==> src/sv/udk_pkg.sv <==
// shared types and constants of the ultrasonic distance keeper
// no dependencies
package udk_pkg;

  localparam int ECHO_W  = 16;
  localparam int LIGHT_W = 8;
  localparam int DIST_W  = 14;
  localparam int SPEED_W = 5;
  localparam int RUN_W   = 2;
  localparam int TGT_W   = 8;
  localparam int TOL_W   = 6;
  localparam int CFG_IDX_W  = 2;
  localparam int CFG_DATA_W = 8;

  // count * 11 * 174 / 10000 as two constant multiplies
  localparam int PROD_W = 27;
  localparam logic [10:0] SCALE_MUL = 11'd1914;
  localparam int DIV_SHIFT = 41;
  localparam int RECIP_W   = 28;
  localparam logic [RECIP_W-1:0] DIV_RECIP = 28'd219902326;

  localparam logic [DIST_W-1:0] FAR_MM  = 14'd500;
  localparam logic [DIST_W-1:0] MID_MM  = 14'd200;
  localparam logic [DIST_W-1:0] NEAR_MM = 14'd150;

  localparam logic [SPEED_W-1:0] SPEED_FAST = 5'd16;
  localparam logic [SPEED_W-1:0] SPEED_MID  = 5'd10;
  localparam logic [SPEED_W-1:0] SPEED_SLOW = 5'd4;
  localparam logic [SPEED_W-1:0] SPEED_STOP = 5'd0;

  localparam logic [RUN_W-1:0] RUN_LEN = 2'd3;

  localparam logic [TGT_W-1:0]   TARGET_RST = 8'd125;
  localparam logic [TOL_W-1:0]   TOL_RST    = 6'd5;
  localparam logic [LIGHT_W-1:0] THRESH_RST = 8'd130;

  typedef enum logic [CFG_IDX_W-1:0] {
    CFG_TARGET = 2'd0,
    CFG_TOL    = 2'd1,
    CFG_THRESH = 2'd2
  } cfg_idx_t;

  typedef struct packed {
    logic [TGT_W-1:0]   target_mm;
    logic [TOL_W-1:0]   tolerance_mm;
    logic [LIGHT_W-1:0] light_threshold;
  } cfg_regs_t;

  typedef struct packed {
    logic s1_load;
    logic s2_load;
    logic s3_load;
    logic s4_load;
    logic out_load;
  } pipe_ctrl_t;

endpackage

==> src/sv/udk_convert.sv <==
// echo count to millimetres: input register, scale multiply, reciprocal divide
// depends on udk_pkg
module udk_convert import udk_pkg::*; (
  input  logic               clk,
  input  pipe_ctrl_t         ctrl,
  input  logic [ECHO_W-1:0]  echo_count,
  input  logic [LIGHT_W-1:0] light_level,
  output logic [DIST_W-1:0]  fresh_mm,
  output logic [LIGHT_W-1:0] light3
);

  localparam int QPROD_W = PROD_W + RECIP_W;

  logic [ECHO_W-1:0]  echo1;
  logic [LIGHT_W-1:0] light1;
  logic [PROD_W-1:0]  prod2;
  logic [LIGHT_W-1:0] light2;
  logic [QPROD_W-1:0] qprod;

  // reciprocal is exact for every product below 2**27
  assign qprod = QPROD_W'(prod2) * QPROD_W'(DIV_RECIP);

  always_ff @(posedge clk) begin
    if (ctrl.s1_load) begin
      echo1  <= echo_count;
      light1 <= light_level;
    end
    if (ctrl.s2_load) begin
      prod2  <= PROD_W'(echo1) * PROD_W'(SCALE_MUL);
      light2 <= light1;
    end
    if (ctrl.s3_load) begin
      fresh_mm <= qprod[DIV_SHIFT +: DIST_W];
      light3   <= light2;
    end
  end

endmodule

==> src/sv/udk_filter.sv <==
// distance window and rounded mean of the last WINDOW_LEN readings; the fresh reading until all are nonzero
// depends on udk_pkg
module udk_filter import udk_pkg::*; #(
  parameter int WINDOW_LEN = 4
) (
  input  logic               clk,
  input  logic               rst,
  input  pipe_ctrl_t         ctrl,
  input  logic [DIST_W-1:0]  fresh_mm,
  input  logic [LIGHT_W-1:0] light3,
  output logic [DIST_W-1:0]  dist4,
  output logic [LIGHT_W-1:0] light4
);

  localparam int LOG_N   = $clog2(WINDOW_LEN);
  localparam int SUM_W   = DIST_W + LOG_N;
  localparam int SHIFT   = SUM_W + LOG_N;
  localparam int RCP_W   = SHIFT + 1;
  localparam longint RCP = ((64'd1 << SHIFT) + WINDOW_LEN - 1) / WINDOW_LEN;
  localparam int MPROD_W = SUM_W + RCP_W;
  localparam int HALF    = WINDOW_LEN / 2;

  logic [DIST_W-1:0]  window      [WINDOW_LEN];
  logic [DIST_W-1:0]  window_next [WINDOW_LEN];
  logic [SUM_W-1:0]   sum;
  logic               all_set;
  logic [MPROD_W-1:0] mprod;
  logic [DIST_W-1:0]  dist_next;

  always_comb begin
    window_next[0] = fresh_mm;
    for (int i = 1; i < WINDOW_LEN; i++) begin
      window_next[i] = window[i-1];
    end
  end

  always_comb begin
    sum     = SUM_W'(HALF);
    all_set = 1'b1;
    for (int i = 0; i < WINDOW_LEN; i++) begin
      sum = sum + SUM_W'(window_next[i]);
      if (window_next[i] == '0) begin
        all_set = 1'b0;
      end
    end
  end

  // divide by the window length through a ceiling reciprocal
  assign mprod     = MPROD_W'(sum) * MPROD_W'(RCP_W'(RCP));
  assign dist_next = all_set ? mprod[SHIFT +: DIST_W] : fresh_mm;

  always_ff @(posedge clk) begin
    if (rst) begin
      for (int i = 0; i < WINDOW_LEN; i++) begin
        window[i] <= '0;
      end
    end else if (ctrl.s4_load) begin
      window <= window_next;
    end
  end

  always_ff @(posedge clk) begin
    if (ctrl.s4_load) begin
      dist4  <= dist_next;
      light4 <= light3;
    end
  end

endmodule

==> src/sv/udk_decide.sv <==
// speed tiers, stop band, parking runs and light latch; state is the output register
// depends on udk_pkg
module udk_decide import udk_pkg::*; (
  input  logic               clk,
  input  logic               rst,
  input  pipe_ctrl_t         ctrl,
  input  cfg_regs_t          cfg,
  input  logic [DIST_W-1:0]  dist4,
  input  logic [LIGHT_W-1:0] light4,
  output logic [DIST_W-1:0]  distance_mm,
  output logic [SPEED_W-1:0] speed,
  output logic               forward,
  output logic               alarm,
  output logic               parked,
  output logic               motor_enable,
  output logic               timing_on
);

  logic [TGT_W:0]     band_hi;
  logic [TGT_W-1:0]   band_lo;
  logic               in_band;
  logic               above;
  logic               below;
  logic [RUN_W-1:0]   far_run;
  logic [RUN_W-1:0]   near_run;
  logic [SPEED_W-1:0] speed_next;
  logic               forward_next;
  logic               alarm_next;
  logic               parked_next;
  logic               enable_next;
  logic               timing_next;
  logic [RUN_W-1:0]   far_run_next;
  logic [RUN_W-1:0]   near_run_next;

  assign band_hi = {1'b0, cfg.target_mm} + (TGT_W+1)'(cfg.tolerance_mm);
  // low edge saturates at zero when tolerance exceeds target
  assign band_lo = (cfg.target_mm >= TGT_W'(cfg.tolerance_mm)) ?
                   cfg.target_mm - TGT_W'(cfg.tolerance_mm) : '0;
  assign above   = dist4 > DIST_W'(band_hi);
  assign below   = dist4 < DIST_W'(band_lo);
  assign in_band = !above && !below;

  always_comb begin
    speed_next    = speed;
    forward_next  = forward;
    alarm_next    = alarm;
    parked_next   = parked;
    enable_next   = motor_enable;
    timing_next   = timing_on;
    far_run_next  = far_run;
    near_run_next = near_run;

    if (dist4 > FAR_MM) begin
      speed_next = SPEED_FAST;
    end else if (dist4 > MID_MM) begin
      speed_next = SPEED_MID;
    end else if (dist4 > NEAR_MM) begin
      speed_next = SPEED_SLOW;
    end

    if (in_band) begin
      if (!parked) begin
        timing_next = 1'b0;
        parked_next = 1'b1;
      end
      speed_next    = SPEED_STOP;
      far_run_next  = '0;
      near_run_next = '0;
    end

    if (parked_next && above) begin
      far_run_next  = far_run_next + 1'b1;
      near_run_next = '0;
      if (far_run_next == RUN_LEN) begin
        forward_next = 1'b1;
        speed_next   = SPEED_SLOW;
        far_run_next = '0;
      end
    end

    // a below reading that does not finish a run leaves the alarm as it was
    if (parked_next && below) begin
      near_run_next = near_run_next + 1'b1;
      far_run_next  = '0;
      if (near_run_next == RUN_LEN) begin
        alarm_next    = 1'b1;
        forward_next  = 1'b0;
        speed_next    = SPEED_SLOW;
        near_run_next = '0;
      end
    end else begin
      alarm_next = 1'b0;
    end

    if (light4 > cfg.light_threshold) begin
      timing_next = 1'b1;
      enable_next = 1'b1;
    end
  end

  always_ff @(posedge clk) begin
    if (rst) begin
      speed        <= SPEED_STOP;
      forward      <= 1'b1;
      alarm        <= 1'b0;
      parked       <= 1'b0;
      motor_enable <= 1'b0;
      timing_on    <= 1'b0;
      far_run      <= '0;
      near_run     <= '0;
    end else if (ctrl.out_load) begin
      speed        <= speed_next;
      forward      <= forward_next;
      alarm        <= alarm_next;
      parked       <= parked_next;
      motor_enable <= enable_next;
      timing_on    <= timing_next;
      far_run      <= far_run_next;
      near_run     <= near_run_next;
    end
  end

  always_ff @(posedge clk) begin
    if (ctrl.out_load) begin
      distance_mm <= dist4;
    end
  end

endmodule

==> src/sv/ultrasonic_distance_keeper.sv <==
// top level of the ultrasonic distance keeper: handshake, pipeline valids, config registers
// depends on udk_pkg, udk_convert, udk_filter, udk_decide
//
// Input channel: in_valid/in_stall with echo_count and light_level; one
// transaction per measurement. Output channel: out_valid/out_stall with one
// result transaction per input (distance_mm, speed, forward, alarm, parked,
// motor_enable, timing_on).
// Config channel: cfg_valid/cfg_ready with cfg_index and cfg_data; cfg_ready is
// always high. Index 0 target_mm, 1 tolerance_mm, 2 light_threshold; other
// indexes are ignored. Write only while no transaction is in flight.
// Pipeline: input register, scale multiply, reciprocal divide, window mean,
// then the decision stage whose state registers are the result register.
// One item per cycle is taken when the output is not stalled. The decision
// feedback loop is a compare-and-select and sets that rate.
// When the receiver stalls, the result holds and the four stages in front of
// it keep filling; in_stall rises only once every stage holds an item.
// Reset (rst, synchronous) empties the pipeline, clears the window and state
// and loads the register defaults 125, 5 and 130.
module ultrasonic_distance_keeper import udk_pkg::*; #(
  parameter int WINDOW_LEN = 4
) (
  input  logic                  clk,
  input  logic                  rst,
  input  logic                  in_valid,
  output logic                  in_stall,
  input  logic [ECHO_W-1:0]     echo_count,
  input  logic [LIGHT_W-1:0]    light_level,
  output logic                  out_valid,
  input  logic                  out_stall,
  output logic [DIST_W-1:0]     distance_mm,
  output logic [SPEED_W-1:0]    speed,
  output logic                  forward,
  output logic                  alarm,
  output logic                  parked,
  output logic                  motor_enable,
  output logic                  timing_on,
  input  logic                  cfg_valid,
  output logic                  cfg_ready,
  input  logic [CFG_IDX_W-1:0]  cfg_index,
  input  logic [CFG_DATA_W-1:0] cfg_data
);

  pipe_ctrl_t         ctrl;
  cfg_regs_t          cfg;
  logic               v1, v2, v3, v4;
  logic               out_free, free4, free3, free2, free1;
  logic [DIST_W-1:0]  fresh_mm;
  logic [LIGHT_W-1:0] light3;
  logic [DIST_W-1:0]  dist4;
  logic [LIGHT_W-1:0] light4;

  assign out_free = !out_valid || !out_stall;
  assign free4    = !v4 || out_free;
  assign free3    = !v3 || free4;
  assign free2    = !v2 || free3;
  assign free1    = !v1 || free2;
  assign in_stall = !free1;

  assign ctrl.s1_load  = in_valid && free1;
  assign ctrl.s2_load  = v1 && free2;
  assign ctrl.s3_load  = v2 && free3;
  assign ctrl.s4_load  = v3 && free4;
  assign ctrl.out_load = v4 && out_free;

  always_ff @(posedge clk) begin
    if (rst) begin
      v1        <= 1'b0;
      v2        <= 1'b0;
      v3        <= 1'b0;
      v4        <= 1'b0;
      out_valid <= 1'b0;
    end else begin
      if (free1) v1 <= in_valid;
      if (free2) v2 <= v1;
      if (free3) v3 <= v2;
      if (free4) v4 <= v3;
      if (out_free) out_valid <= v4;
    end
  end

  assign cfg_ready = 1'b1;

  always_ff @(posedge clk) begin
    if (rst) begin
      cfg.target_mm       <= TARGET_RST;
      cfg.tolerance_mm    <= TOL_RST;
      cfg.light_threshold <= THRESH_RST;
    end else if (cfg_valid && cfg_ready) begin
      case (cfg_idx_t'(cfg_index))
        CFG_TARGET: cfg.target_mm       <= TGT_W'(cfg_data);
        CFG_TOL:    cfg.tolerance_mm    <= TOL_W'(cfg_data);
        CFG_THRESH: cfg.light_threshold <= LIGHT_W'(cfg_data);
        default: ;
      endcase
    end
  end

  udk_convert u_convert (
    .clk         (clk),
    .ctrl        (ctrl),
    .echo_count  (echo_count),
    .light_level (light_level),
    .fresh_mm    (fresh_mm),
    .light3      (light3)
  );

  udk_filter #(
    .WINDOW_LEN (WINDOW_LEN)
  ) u_filter (
    .clk      (clk),
    .rst      (rst),
    .ctrl     (ctrl),
    .fresh_mm (fresh_mm),
    .light3   (light3),
    .dist4    (dist4),
    .light4   (light4)
  );

  udk_decide u_decide (
    .clk          (clk),
    .rst          (rst),
    .ctrl         (ctrl),
    .cfg          (cfg),
    .dist4        (dist4),
    .light4       (light4),
    .distance_mm  (distance_mm),
    .speed        (speed),
    .forward      (forward),
    .alarm        (alarm),
    .parked       (parked),
    .motor_enable (motor_enable),
    .timing_on    (timing_on)
  );

endmodule

==> config.mk <==
export PLATFORM = sky130hd
export DESIGN_NAME = ultrasonic_distance_keeper
export DESIGN_NICKNAME = d
export VERILOG_FILES = /design/src/sv/udk_pkg.sv /design/src/sv/udk_convert.sv /design/src/sv/udk_filter.sv /design/src/sv/udk_decide.sv /design/src/sv/ultrasonic_distance_keeper.sv
export SDC_FILE = /design/constraint.sdc
export NUM_CORES = 1
export LEC_CHECK = 0
export ABC_AREA = 1
export BUFFER_PORTS_ARGS = -buffer_cell sky130_fd_sc_hd__buf_2
export CAP_MARGIN = 20
export CORE_MARGIN = 5
export CORE_UTILIZATION = 40
export DETAILED_ROUTE_END_ITERATION = 10
export PLACE_DENSITY = 0.56
export SYNTH_ARGS = -nofsm -noshare
export SYNTH_HDL_FRONTEND = slang
export SYNTH_SLANG_ARGS = --single-unit
==> constraint.sdc <==
create_clock -name clk -period 7.2 [get_ports clk]
set_input_delay 1.44 -clock clk [delete_from_list [all_inputs] [get_ports clk]]
set_output_delay 1.44 -clock clk [all_outputs]
set_load 0.005 [all_outputs]
==> flow_summary.ini <==
[critical_path]
ff2ff_setup_slack_ns = 0.78
cp.required_ns = 7.43
startpoint_type = flop
crit_type = reg2reg
end_kind = flop
crit_arrival_ns = 6.64
crit_fanout = 6

[timing]
hold_viol = 0
setup_viol = 0
fmax_mhz = 156
rsz0062_at_grt = false
maxSlewHeadroom_pct = 32.9
finClkSkew_ns = 0.0152
fin_crit_sh_pct = 89.1
fin_crit_ns = 6.42
drv_slew = 0
tightest_slew_ns = 1.00
setup_tns_ns = 0

[global_route]
grtUsageTotal_pct = 19.2
grt_pass1_wl_um = 106000
overflow = 0
antenna_found_initial = 0
grt_pass1_vias = 19400
grt_max_degree = 68

[floorplan]
die_y_um = 265
top_level_ports = 66
core-area_sq_um = 64500
die_w_um = 265
initial_core_util_pct = 40.4
row_count = 93
die_area_sq_um = 70400

[cts]
post_cts_buffers = 0
numClockSinks = 199
cts_max_level = 4
cts_buffers = 17
post_cts_resized = 0
clk_latency_ns = 0.49
cts_root_buf = clkbuf_16
cts_tree = built
cts_max_path_buffers = 2
cts_hold_buf = 0
clkTransAtPathRegs_ns = 0.08

[synth]
syn_inst = 2757
synth_compound_area_share_pct = 8.17
seq_area_frac_synth_pct = 19.7
synth_nets = 3590
synth_warnings = 0
syn_area_sq_um = 26100
ys_ff_latch = 199
synth_area_leaders = fa_1 31%, ha_1 18%, edfxtp_1 13%
async_reset_ff_share_pct = 0
synthAdderAreaFrac_pct = 49.9
synth-main-ff-cell = edfxtp_1
synth_top_family_by_area = adder cells
netlist_top_cells_count = 773 x inv_1, 410 x fa_1, 384 x ha_1
yosysMostFrequentCell = inv_1
synth_top_area_share_pct = 31.5
synth-xor-area-share_pct = 2.15
muxShareOfSynthArea_pct = 0
yosys.area_share.simple_pct = 8.49
synth_area_leader_cell = fa_1
synth_edf_count = 116
synth.avg_cell_area_sq_um = 9.45
yosysUniqueCellTypes = 50

[finish]
multiInputGateArea_sq_um = 17900
seq_area_sq_um = 5140
drive_above_1_share_pct = 4.41
syn_to_final_growth_pct = 7.52
fillCellCount = 6339
n_antenna_cell = 0
final_nets = 3657

[place]
place_congestion = 0.946
port_buffers = 64
hpwl_um = 59000

[route]
drtPass1Iterations = 5
wl_per_cell_um = 18.0
wl_um = 66500
route.detailed.drc = 0
num_vias = 18200
drt_iter0_drc = 1046
ant_nets = 0
avgViaCountPerCell = 4.92

[run]
cap_violations = 0

[worst_hold_path]
min_path_type = reg2reg

[status]
outcome = finished, final reports clean
## metal layers
layer	vias up	track usage [%]	wire length, um
met2	357	32.8	32600
met5	-	0	0
li1	8766	-	-
met3	83	2.21	2130
met1	8946	26.1	30400
met4	0	5.10	1480
## cell families after synthesis
| group | count (synthesis) |
|---|---|
| compound gates | 391 |
| xor+xnor | 64 |
| fa+ha+maj | 794 |
| buf+inv | 797 |
| flops | 199 |
| other cells | 1 |
| simple gates | 511 |
## flip-flops by register name (all words and copies together), names as in the netlist, 2 cells and up
signal                count
u_convert.light2          8
u_convert.echo1          16
u_filter.window          42
u_convert.fresh_mm       14
u_decide.distance_mm     14
u_filter.light4           8
u_decide.far_run          2
u_decide.near_run         2
u_convert.prod2          26
u_convert.light3          8
u_convert.light1          8
u_filter.dist4           14
u_decide.speed            5
cfg                      22
## area by class of cell
type	instances	share of cell area, %
well taps	855	3.82
multi-input cells	1761	64.0
repair buffers	70	1.29
clock inverters	14	0.630
clock buffers	18	1.53
flip-flops and latches	199	18.4
inverters	775	10.4
## layout by cell type (no fill, tap or decap), types with 3 or more instances in the layout
master       n
or2_2        7
xnor2_1     16
buf_4        5
inv_1      773
inv_8        4
nand2_1    234
o31ai_1      8
a21oi_2      3
edfxtp_1   116
clkbuf_16   17
o2111ai_1    3
nor4_1      17
nor3_1      20
nor2_1     134
ha_1       384
nand3_1     57
o21bai_1     7
nand2_2      5
buf_2       64
a211oi_1     5
fa_1       410
o211ai_1    10
o21a_1       7
a21oi_1    191
o21ai_1      3
dfxtp_1     83
o21ai_0    133
clkinv_8     5
xor2_1      48
nand4_1     24
a21o_1       6
a31oi_1      4
## stage by stage
stage	hold WS [ns]	std cells	util, %	instance area [sq um]	setup slack [ns]
2_1_floorplan	0.400	2757	-	26100	1.35
5_1_grt	0.418	3692	43.5	28000	0.444
6_report	0.413	3692	43.5	28000	0.785
4_1_cts	0.415	3691	43.5	28000	0.726
3_5_place_dp	0.405	3659	42.5	27400	0.722
3_3_place_gp	0.407	3658	42.5	27400	0.734
## critical path, stage by stage, from the launching register on
cell      delay, ns
edfxtp_1       0.54
ha_1           0.60
inv_1          0.16
fa_1           0.56
inv_1          0.05
fa_1           0.51
inv_1          0.06
fa_1           0.55
fa_1           0.51
inv_1          0.05
fa_1           0.47
inv_1          0.05
fa_1           0.50
inv_1          0.05
ha_1           0.31
nand2_1        0.10
nor2_1         0.15
inv_1          0.05
nor4_1         0.30
nand3_1        0.13
nand3_1        0.21
a21oi_1        0.12
xnor2_1        0.14
## path summary, 6_finish.rpt
kind,from,end,depth (start not counted)
min reg2reg,u_convert.light3[2],u_filter.light4[2],0
max,u_convert.prod2[14],u_convert.fresh_mm[7],22
min,u_convert.light3[2],u_filter.light4[2],0
max reg2reg,u_convert.prod2[14],u_convert.fresh_mm[7],22
Power is left out: the tool's default activity adds up to more than one toggle a clock period on the data nets, which glitch-free logic cannot reach.
